## src/rtl/u8dec_pkg.sv

```systemverilog
// types, constants and the windows-1252 table shared by the decoder modules
`timescale 1ns / 1ps

package u8dec_pkg;

  localparam int unsigned CpW       = 21;
  localparam int unsigned MaxRes    = 4;
  localparam int unsigned CntW      = $clog2(MaxRes + 1);
  localparam int unsigned IdxW      = $clog2(MaxRes);
  localparam int unsigned JobQDepth = 2;

  localparam logic [CpW-1:0] ReplReset = 21'h00FFFD;
  localparam logic [CpW-1:0] SurrLo    = 21'h00D800;
  localparam logic [CpW-1:0] SurrHi    = 21'h00DFFF;
  localparam logic [CpW-1:0] CpMax     = 21'h10FFFF;

  localparam logic [15:0] Cp1252Hi [32] = '{
    16'h20AC, 16'h0081, 16'h201A, 16'h0192, 16'h201E, 16'h2026, 16'h2020, 16'h2021,
    16'h02C6, 16'h2030, 16'h0160, 16'h2039, 16'h0152, 16'h008D, 16'h017D, 16'h008F,
    16'h0090, 16'h2018, 16'h2019, 16'h201C, 16'h201D, 16'h2022, 16'h2013, 16'h2014,
    16'h02DC, 16'h2122, 16'h0161, 16'h203A, 16'h0153, 16'h009D, 16'h017E, 16'h0178
  };

  typedef struct packed {
    logic [CpW-1:0] cp;
    logic           fb;
    logic           rep;
  } entry_t;

  // one input beat worth of results
  typedef struct packed {
    logic [CntW-1:0]          cnt;
    entry_t [MaxRes-1:0]      ent;
  } job_t;

  function automatic logic [CpW-1:0] map_1252(input logic [7:0] b);
    logic [CpW-1:0] r;
    if (b[7:5] == 3'b100) begin
      r = {5'b0, Cp1252Hi[b[4:0]]};
    end else begin
      r = {13'b0, b};
    end
    return r;
  endfunction

endpackage

```

## src/rtl/u8dec_front.sv

```systemverilog
// front end: sequence tracking, decode and per-beat job build
`timescale 1ns / 1ps

module u8dec_front (
  input  logic              clk_i,
  input  logic              rst_ni,
  input  logic              accept_i,
  input  logic [7:0]        byte_in_i,
  input  logic              end_of_text_i,
  input  logic              cfg_we_i,
  input  logic [u8dec_pkg::CpW-1:0] cfg_wdata_i,
  output logic              job_valid_o,
  output u8dec_pkg::job_t   job_o
);

  logic [u8dec_pkg::CpW-1:0] repl_q;
  logic [7:0]                lead_q, lead_d;
  logic [1:0]                need_q, need_d;
  logic [1:0]                held_q, held_d;
  logic [7:0]                h_q [2];
  logic [7:0]                h_d [2];

  logic                       cont, pend, is_lead, complete;
  logic [1:0]                 held_inc, need_new;
  logic [u8dec_pkg::CntW-1:0] base;
  logic                       emit_b, use_dec, dec_rep;
  logic [u8dec_pkg::CpW-1:0]  dec_v;
  logic [7:0]                 seq [u8dec_pkg::MaxRes];
  logic [7:0]                 src;
  u8dec_pkg::job_t            job;

  assign cont     = (byte_in_i[7:6] == 2'b10);
  assign pend     = (need_q != 2'd0);
  assign is_lead  = byte_in_i inside {[8'hC0:8'hF7]};
  assign held_inc = held_q + 2'd1;
  assign complete = (held_inc == need_q);

  always_comb begin
    if (byte_in_i <= 8'hDF) begin
      need_new = 2'd1;
    end else if (byte_in_i <= 8'hEF) begin
      need_new = 2'd2;
    end else begin
      need_new = 2'd3;
    end
  end

  // decode of a finished sequence
  always_comb begin
    case (need_q)
      2'd1:    dec_v = {10'b0, lead_q[4:0], byte_in_i[5:0]};
      2'd2:    dec_v = {5'b0, lead_q[3:0], h_q[0][5:0], byte_in_i[5:0]};
      2'd3:    dec_v = {lead_q[2:0], h_q[0][5:0], h_q[1][5:0], byte_in_i[5:0]};
      default: dec_v = '0;
    endcase
    dec_rep = ((dec_v >= u8dec_pkg::SurrLo) && (dec_v <= u8dec_pkg::SurrHi))
              || (dec_v > u8dec_pkg::CpMax);
  end

  always_comb begin
    lead_d  = lead_q;
    need_d  = need_q;
    held_d  = held_q;
    h_d     = h_q;
    base    = '0;
    emit_b  = 1'b0;
    use_dec = 1'b0;
    if (pend && cont) begin
      if (complete) begin
        use_dec = 1'b1;
        need_d  = 2'd0;
        held_d  = 2'd0;
      end else begin
        h_d[held_q[0]] = byte_in_i;
        held_d         = held_inc;
        if (end_of_text_i) begin
          base   = u8dec_pkg::CntW'(held_q) + u8dec_pkg::CntW'(1);
          emit_b = 1'b1;
          need_d = 2'd0;
          held_d = 2'd0;
        end
      end
    end else begin
      base   = pend ? (u8dec_pkg::CntW'(held_q) + u8dec_pkg::CntW'(1)) : '0;
      emit_b = !is_lead || end_of_text_i;
      need_d = 2'd0;
      held_d = 2'd0;
      if (is_lead && !end_of_text_i) begin
        lead_d = byte_in_i;
        need_d = need_new;
      end
    end
  end

  // flushed bytes first, then the incoming byte
  assign seq[0] = lead_q;
  assign seq[1] = h_q[0];
  assign seq[2] = h_q[1];
  assign seq[3] = lead_q;

  always_comb begin
    src = '0;
    job = '0;
    job.cnt = base + u8dec_pkg::CntW'(emit_b);
    for (int i = 0; i < u8dec_pkg::MaxRes; i++) begin
      src = (u8dec_pkg::CntW'(i) < base) ? seq[i] : byte_in_i;
      job.ent[i].cp  = u8dec_pkg::map_1252(src);
      job.ent[i].fb  = (u8dec_pkg::CntW'(i) < base) || byte_in_i[7];
      job.ent[i].rep = 1'b0;
    end
    if (use_dec) begin
      job.cnt        = u8dec_pkg::CntW'(1);
      job.ent[0].cp  = dec_rep ? repl_q : dec_v;
      job.ent[0].fb  = 1'b0;
      job.ent[0].rep = dec_rep;
    end
  end

  assign job_valid_o = accept_i && (job.cnt != '0);
  assign job_o       = job;

  always_ff @(posedge clk_i or negedge rst_ni) begin
    if (!rst_ni) begin
      repl_q <= u8dec_pkg::ReplReset;
      lead_q <= '0;
      need_q <= '0;
      held_q <= '0;
    end else begin
      if (cfg_we_i) begin
        repl_q <= cfg_wdata_i;
      end
      if (accept_i) begin
        lead_q <= lead_d;
        need_q <= need_d;
        held_q <= held_d;
      end
    end
  end

  always_ff @(posedge clk_i) begin
    if (accept_i) begin
      h_q <= h_d;
    end
  end

  a_held_below_need: assert property (@(posedge clk_i) disable iff (!rst_ni)
    (need_q != 2'd0) |-> (held_q < need_q))
    else $error("held count reached needed count");

  a_idle_no_held: assert property (@(posedge clk_i) disable iff (!rst_ni)
    (need_q == 2'd0) |-> (held_q == 2'd0))
    else $error("held bytes with no sequence pending");

endmodule

```

## src/rtl/u8dec_jobq.sv

```systemverilog
// short job queue between front and back
`timescale 1ns / 1ps

module u8dec_jobq (
  input  logic            clk_i,
  input  logic            rst_ni,
  input  logic            wr_i,
  input  u8dec_pkg::job_t wdata_i,
  input  logic            rd_i,
  output u8dec_pkg::job_t rdata_o,
  output logic            full_o,
  output logic            empty_o
);

  localparam int unsigned PtrW = $clog2(u8dec_pkg::JobQDepth);
  localparam int unsigned CntW = $clog2(u8dec_pkg::JobQDepth + 1);

  u8dec_pkg::job_t mem_q [u8dec_pkg::JobQDepth];
  logic [PtrW-1:0] wptr_q, rptr_q;
  logic [CntW-1:0] cnt_q;
  logic            wr, rd;

  assign full_o  = (cnt_q == CntW'(u8dec_pkg::JobQDepth));
  assign empty_o = (cnt_q == '0);
  assign wr      = wr_i && !full_o;
  assign rd      = rd_i && !empty_o;
  assign rdata_o = mem_q[rptr_q];

  always_ff @(posedge clk_i or negedge rst_ni) begin
    if (!rst_ni) begin
      wptr_q <= '0;
      rptr_q <= '0;
      cnt_q  <= '0;
    end else begin
      if (wr) begin
        wptr_q <= (wptr_q == PtrW'(u8dec_pkg::JobQDepth - 1)) ? '0 : wptr_q + PtrW'(1);
      end
      if (rd) begin
        rptr_q <= (rptr_q == PtrW'(u8dec_pkg::JobQDepth - 1)) ? '0 : rptr_q + PtrW'(1);
      end
      if (wr && !rd) begin
        cnt_q <= cnt_q + CntW'(1);
      end else if (rd && !wr) begin
        cnt_q <= cnt_q - CntW'(1);
      end
    end
  end

  always_ff @(posedge clk_i) begin
    if (wr) begin
      mem_q[wptr_q] <= wdata_i;
    end
  end

  a_no_write_when_full: assert property (@(posedge clk_i) disable iff (!rst_ni)
    wr_i |-> !full_o)
    else $error("job written into full queue");

endmodule

```

## src/rtl/u8dec_back.sv

```systemverilog
// back end: walks each job and feeds the result register one beat a cycle while that register is free or being popped
`timescale 1ns / 1ps

module u8dec_back (
  input  logic                      clk_i,
  input  logic                      rst_ni,
  input  logic                      job_valid_i,
  input  u8dec_pkg::job_t           job_i,
  output logic                      job_pop_o,
  input  logic                      pop,
  output logic                      empty,
  output logic [u8dec_pkg::CpW-1:0] code_point_o,
  output logic                      from_fallback_o,
  output logic                      replaced_o,
  output logic                      last_of_run_o
);

  logic [u8dec_pkg::IdxW-1:0] idx_q, idx_d;
  logic                       oval_q, oval_d;
  u8dec_pkg::entry_t          ent_q;
  logic                       last_q;
  logic                       load, last;

  assign load = job_valid_i && (!oval_q || pop);
  assign last = (u8dec_pkg::CntW'(idx_q) == (job_i.cnt - u8dec_pkg::CntW'(1)));
  assign job_pop_o = load && last;

  always_comb begin
    idx_d  = idx_q;
    oval_d = oval_q;
    if (load) begin
      oval_d = 1'b1;
      idx_d  = last ? '0 : idx_q + u8dec_pkg::IdxW'(1);
    end else if (pop) begin
      oval_d = 1'b0;
    end
  end

  always_ff @(posedge clk_i or negedge rst_ni) begin
    if (!rst_ni) begin
      idx_q  <= '0;
      oval_q <= 1'b0;
    end else begin
      idx_q  <= idx_d;
      oval_q <= oval_d;
    end
  end

  always_ff @(posedge clk_i) begin
    if (load) begin
      ent_q  <= job_i.ent[idx_q];
      last_q <= last;
    end
  end

  assign empty           = !oval_q;
  assign code_point_o    = ent_q.cp;
  assign from_fallback_o = ent_q.fb;
  assign replaced_o      = ent_q.rep;
  assign last_of_run_o   = last_q;

  a_idx_in_job: assert property (@(posedge clk_i) disable iff (!rst_ni)
    job_valid_i |-> (u8dec_pkg::CntW'(idx_q) < job_i.cnt))
    else $error("result index beyond job length");

  a_job_nonempty: assert property (@(posedge clk_i) disable iff (!rst_ni)
    job_valid_i |-> ((job_i.cnt != '0) && (job_i.cnt <= u8dec_pkg::CntW'(u8dec_pkg::MaxRes))))
    else $error("job with bad result count");

  a_idx_rewinds: assert property (@(posedge clk_i) disable iff (!rst_ni)
    job_pop_o |=> (idx_q == '0))
    else $error("index not rewound after job");

endmodule

```

## src/rtl/utf8_decoder_win1252_fallback.sv

```systemverilog
// utf-8 decoder with windows-1252 fallback, top level
// a beat's results go through the job queue into the result register
// throughput: one byte a cycle while the job queue is not full;
// the two-entry job queue lets the front keep taking bytes while results drain
// reset: asynchronous, clears sequence state, queue and result register;
// replacement code point returns to 0xfffd
`timescale 1ns / 1ps

module utf8_decoder_win1252_fallback (
  input  logic                      clk_i,
  input  logic                      rst_ni,
  input  logic                      push,
  output logic                      full,
  input  logic [7:0]                byte_in_i,
  input  logic                      end_of_text_i,
  output logic                      empty,
  input  logic                      pop,
  output logic [u8dec_pkg::CpW-1:0] code_point_o,
  output logic                      from_fallback_o,
  output logic                      replaced_o,
  output logic                      last_of_run_o,
  input  logic                      cfg_we_i,
  input  logic [u8dec_pkg::CpW-1:0] cfg_wdata_i
);

  logic            accept;
  logic            job_wr, job_rd, q_full, q_empty;
  u8dec_pkg::job_t job_w, job_r;

  assign full   = q_full;
  assign accept = push && !q_full;

  u8dec_front u_front (
    .clk_i         (clk_i),
    .rst_ni        (rst_ni),
    .accept_i      (accept),
    .byte_in_i     (byte_in_i),
    .end_of_text_i (end_of_text_i),
    .cfg_we_i      (cfg_we_i),
    .cfg_wdata_i   (cfg_wdata_i),
    .job_valid_o   (job_wr),
    .job_o         (job_w)
  );

  u8dec_jobq u_jobq (
    .clk_i   (clk_i),
    .rst_ni  (rst_ni),
    .wr_i    (job_wr),
    .wdata_i (job_w),
    .rd_i    (job_rd),
    .rdata_o (job_r),
    .full_o  (q_full),
    .empty_o (q_empty)
  );

  u8dec_back u_back (
    .clk_i           (clk_i),
    .rst_ni          (rst_ni),
    .job_valid_i     (!q_empty),
    .job_i           (job_r),
    .job_pop_o       (job_rd),
    .pop             (pop),
    .empty           (empty),
    .code_point_o    (code_point_o),
    .from_fallback_o (from_fallback_o),
    .replaced_o      (replaced_o),
    .last_of_run_o   (last_of_run_o)
  );

endmodule

```

## config.mk

```make
export PLATFORM = sky130hd
export DESIGN_NAME = utf8_decoder_win1252_fallback
export DESIGN_NICKNAME = d
export VERILOG_FILES = /design/src/rtl/u8dec_pkg.sv /design/src/rtl/u8dec_front.sv /design/src/rtl/u8dec_jobq.sv /design/src/rtl/u8dec_back.sv /design/src/rtl/utf8_decoder_win1252_fallback.sv
export SDC_FILE = /design/constraint.sdc
export NUM_CORES = 1
export LEC_CHECK = 0
export ABC_AREA = 1
export BUFFER_PORTS_ARGS = -buffer_cell sky130_fd_sc_hd__buf_2
export CAP_MARGIN = 25
export CORE_MARGIN = 4
export CORE_UTILIZATION = 62
export CTS_CLUSTER_DIAMETER = 80
export CTS_CLUSTER_SIZE = 24
export DETAILED_ROUTE_END_ITERATION = 10
export PLACE_DENSITY = 0.81
export SYNTH_ARGS = -nofsm -noshare
export SYNTH_HDL_FRONTEND = slang
export SYNTH_SLANG_ARGS = --single-unit
```

## constraint.sdc

```tcl
create_clock -name clk_i -period 6 [get_ports clk_i]
set_input_delay 0.9 -clock clk_i [delete_from_list [all_inputs] [get_ports clk_i]]
set_output_delay 0.9 -clock clk_i [all_outputs]
set_load 0.01 [all_outputs]
```

==> flow_metrics.py <==
metrics = {
    "placed_design": {
        "place_congestion": 1.00,
        "dp_hpwl_um": 21200,
        "dp.cells": 1527,
        "port_buffers": 60,
    },
    "flow_run": {
        "maxCapViolCount": 0,
    },
    "grt": {
        "gr-total-overflow": 0,
        "grt_pass1_vias": 8324,
        "grt_pass1_wl_um": 45100,
        "grt_max_degree": 62,
        "grt_usage_pct": 27.9,
        "antenna_found_initial": 0,
    },
    "setup_path": {
        "crit_fanout": 21,
        "crit_path_start_kind": "register",
        "cp.required_ns": 6.18,
        "reg2reg_slack_ns": 1.76,
        "critical_path_class": "register to register",
        "cp.arrival_ns": 4.42,
        "cp-end-kind": "register",
    },
    "synthesis": {
        "synth_nets": 1358,
        "syn_area_mm2": 0.0116,
        "synth_top_cell_area_share_pct": 42.5,
        "yosysSeqAreaShare_pct": 51.3,
        "synthCells": 1289,
        "synth_edf_count": 164,
        "synth_top_cell_by_area": "edfxtp_1",
        "synth_most_common_cell": "nand2_1",
        "ys_ff_latch": 204,
        "synth.yosys.warnings": 0,
        "synthFlopType": "edfxtp_1",
        "synth_area_leaders": "edfxtp_1 43%, nand2_1 8.7%, nor2_1 5.5%",
        "syn_avg_cell_area_um2": 8.98,
        "async_flop_share_pct": 19.6,
        "yosysUniqueCellTypes": 51,
        "yosys-top-cells-count": "268 x nand2_1, 170 x nor2_1, 164 x edfxtp_1",
    },
    "cts": {
        "cts_buffer_depth": 3,
        "h-tree-depth": 1,
        "cts_tree": "yes",
        "cts_resized": 0,
        "clockRootBuffer": "clkbuf_16",
        "cts.sinks": 204,
        "postCtsSetupBuffers": 0,
        "clk_latency_ns": 0.47,
        "cts_hold_buf": 0,
        "clk_pin_slew_ns": 0.09,
        "cts_buffers": 12,
    },
    "finish": {
        "final_cells": 1547,
        "nets": 1382,
        "syn_to_final_growth_pct": 6.26,
        "fill_cells": 1409,
        "drive_gt1_share_pct": 15.1,
        "antenna_cells": 0,
    },
    "routing": {
        "wl_per_cell_um": 19.0,
        "viasPerCell": 6.06,
        "drc": 0,
        "drt-total-wl_um": 29300,
        "drt_iter0_markers": 1218,
        "dr.pass1.iters": 7,
        "antenna_left": 0,
        "vias": 9369,
    },
    "timing": {
        "fin_tns_setup_ns": 0,
        "rsz0062_at_grt": "false",
        "clock_skew_ns": 0.0104,
        "final_hold_viol_count": 0,
        "fmax_ghz": 0.236,
        "slew_headroom_pct": 40.0,
        "min_period_ns": 4.24,
        "worstMarginPinSlew_ns": 0.898,
        "timing.final.crit_share_pct": 70.7,
        "final_max_slew_viol_count": 0,
        "report.final.setup_viol": 0,
    },
    "floorplanning": {
        "rows": 49,
        "die_area_mm2": 0.0209,
        "die_h_um": 145,
        "coreArea_mm2": 0.0181,
        "pin_count": 61,
        "die_w_um": 145,
        "start_util_pct": 63.8,
    },
    "worst_hold_path": {
        "hold_class": "input pin to async pin",
    },
    "outcome": {
        "status": "finished, final reports clean",
    },
    "power_and_ir_drop": {
        "cellPowerDensity_mw_per_mm2": 389,
        "p_leak_uw": 0.00509,
        "peakVddDrop_mv": 0.222,
    },
}
## metal layers
| metal | global-route usage [%] | share of wire [%] | up-vias |
|---|---|---|---|
| li1 | - | - | 4446 |
| met1 | 41.4 | 42 | 4394 |
| met2 | 43.4 | 46 | 452 |
| met3 | 3.32 | 8.2 | 77 |
| met4 | 9.03 | 3.7 | 0 |
| met5 | 0 | 0 | - |
## flip-flops by register name, summed over array words and instances, names as in the netlist
signal                  cells
u_back.oval_q               1
u_jobq.cnt_q                2
u_jobq.wptr_q               1
u_front.need_q              2
u_back.code_point_o        21
u_jobq.mem_q              124
u_front.held_q              2
u_jobq.rptr_q               1
u_front.repl_q             21
u_front.lead_q              8
u_back.from_fallback_o      1
u_back.last_of_run_o        1
u_back.replaced_o           1
u_back.idx_q                2
u_front.h_q                16
## critical path: stages, from the launching register on
cell and delay [ns]:
dfrtp_1 0.43, ha_1 0.34, inv_1 0.10, nand2_1 0.06, nand2_1 0.10, nand3_2 0.44, nand3_2 0.62, nand2_2 0.42
o21ai_2 0.45, inv_1 0.18, ha_1 0.23, inv_1 0.05, nand2_1 0.08, nand2_1 0.14, o21ai_0 0.08, nand2_1 0.09
nand3_1 0.14
## power by group
| group | total (uW) | switching (uW) | internal [uW] |
|---|---|---|---|
| registers | 2160 | 156 | 2000 |
| logic | 1790 | 1250 | 541 |
| clock network | 842 | 440 | 402 |
| total | 4790 | 1840 | 2940 |
## kinds of logic after synthesis
family	synth area share, %
AND/OR/NAND/NOR	23.2
adder cells (fa/ha/maj)	3.67
XOR/XNOR	0.454
AO/OA/AOI/OAI	13.6
flip-flops	51.3
multiplexers	1.05
buffers and inverters	6.66
## per-stage QoR
step | utilization, % | power (uW) | worst slack (ns) | hold slack (ns) | instance area [um^2]
final | 67.8 | 4790 | 1.76 | 0.226 | 12300
after global routing | 67.8 | 5080 | 1.42 | 0.217 | 12300
after CTS | 67.7 | 4780 | 1.82 | 0.499 | 12300
after detailed placement | 65.7 | 3950 | 1.44 | 0.479 | 11900
after global placement | 65.6 | 3890 | 1.59 | 0.465 | 11900
after floorplan | - | 3370 | 0.427 | 0.448 | 11600
## cell usage in the layout, fill, tap and decap left out, drive strengths merged, types with 9 or more instances in the layout
cell type	count
o22ai	20
clkbuf	17
ha	34
inv	114
a31oi	14
nor2	183
dfrtp	25
nand2	289
o211ai	15
edfxtp	164
a21oi	28
mux2	9
buf	66
nand3	116
dfstp	15
o21ai	167
## path summary, 6_finish.rpt
kind / start / to / depth (start not counted)
hold / removal: rst_ni / u_front.repl_q[17] / 1
setup / recovery: u_front.held_q[0] / u_jobq.mem_q[1][41] / 16
max in group asynchronous: rst_ni / u_front.repl_q[10] / 2
hold reg to reg: u_front.repl_q[8] / u_front.repl_q[8] / 2
setup reg to reg: u_front.held_q[0] / u_jobq.mem_q[1][41] / 16
min in group clk_i: u_front.repl_q[8] / u_front.repl_q[8] / 2
## layout make-up
type,instances,area [um^2],area share [%]
timing repair buffer,66,403,3.27
multi-input combinational,913,4880,39.7
clock buffer,17,340,2.77
sequential,204,5950,48.3
tap,229,287,2.33
inverter,116,435,3.54
clock inverter,2,13.8,0.112
Power figures use the tool's default switching activity.
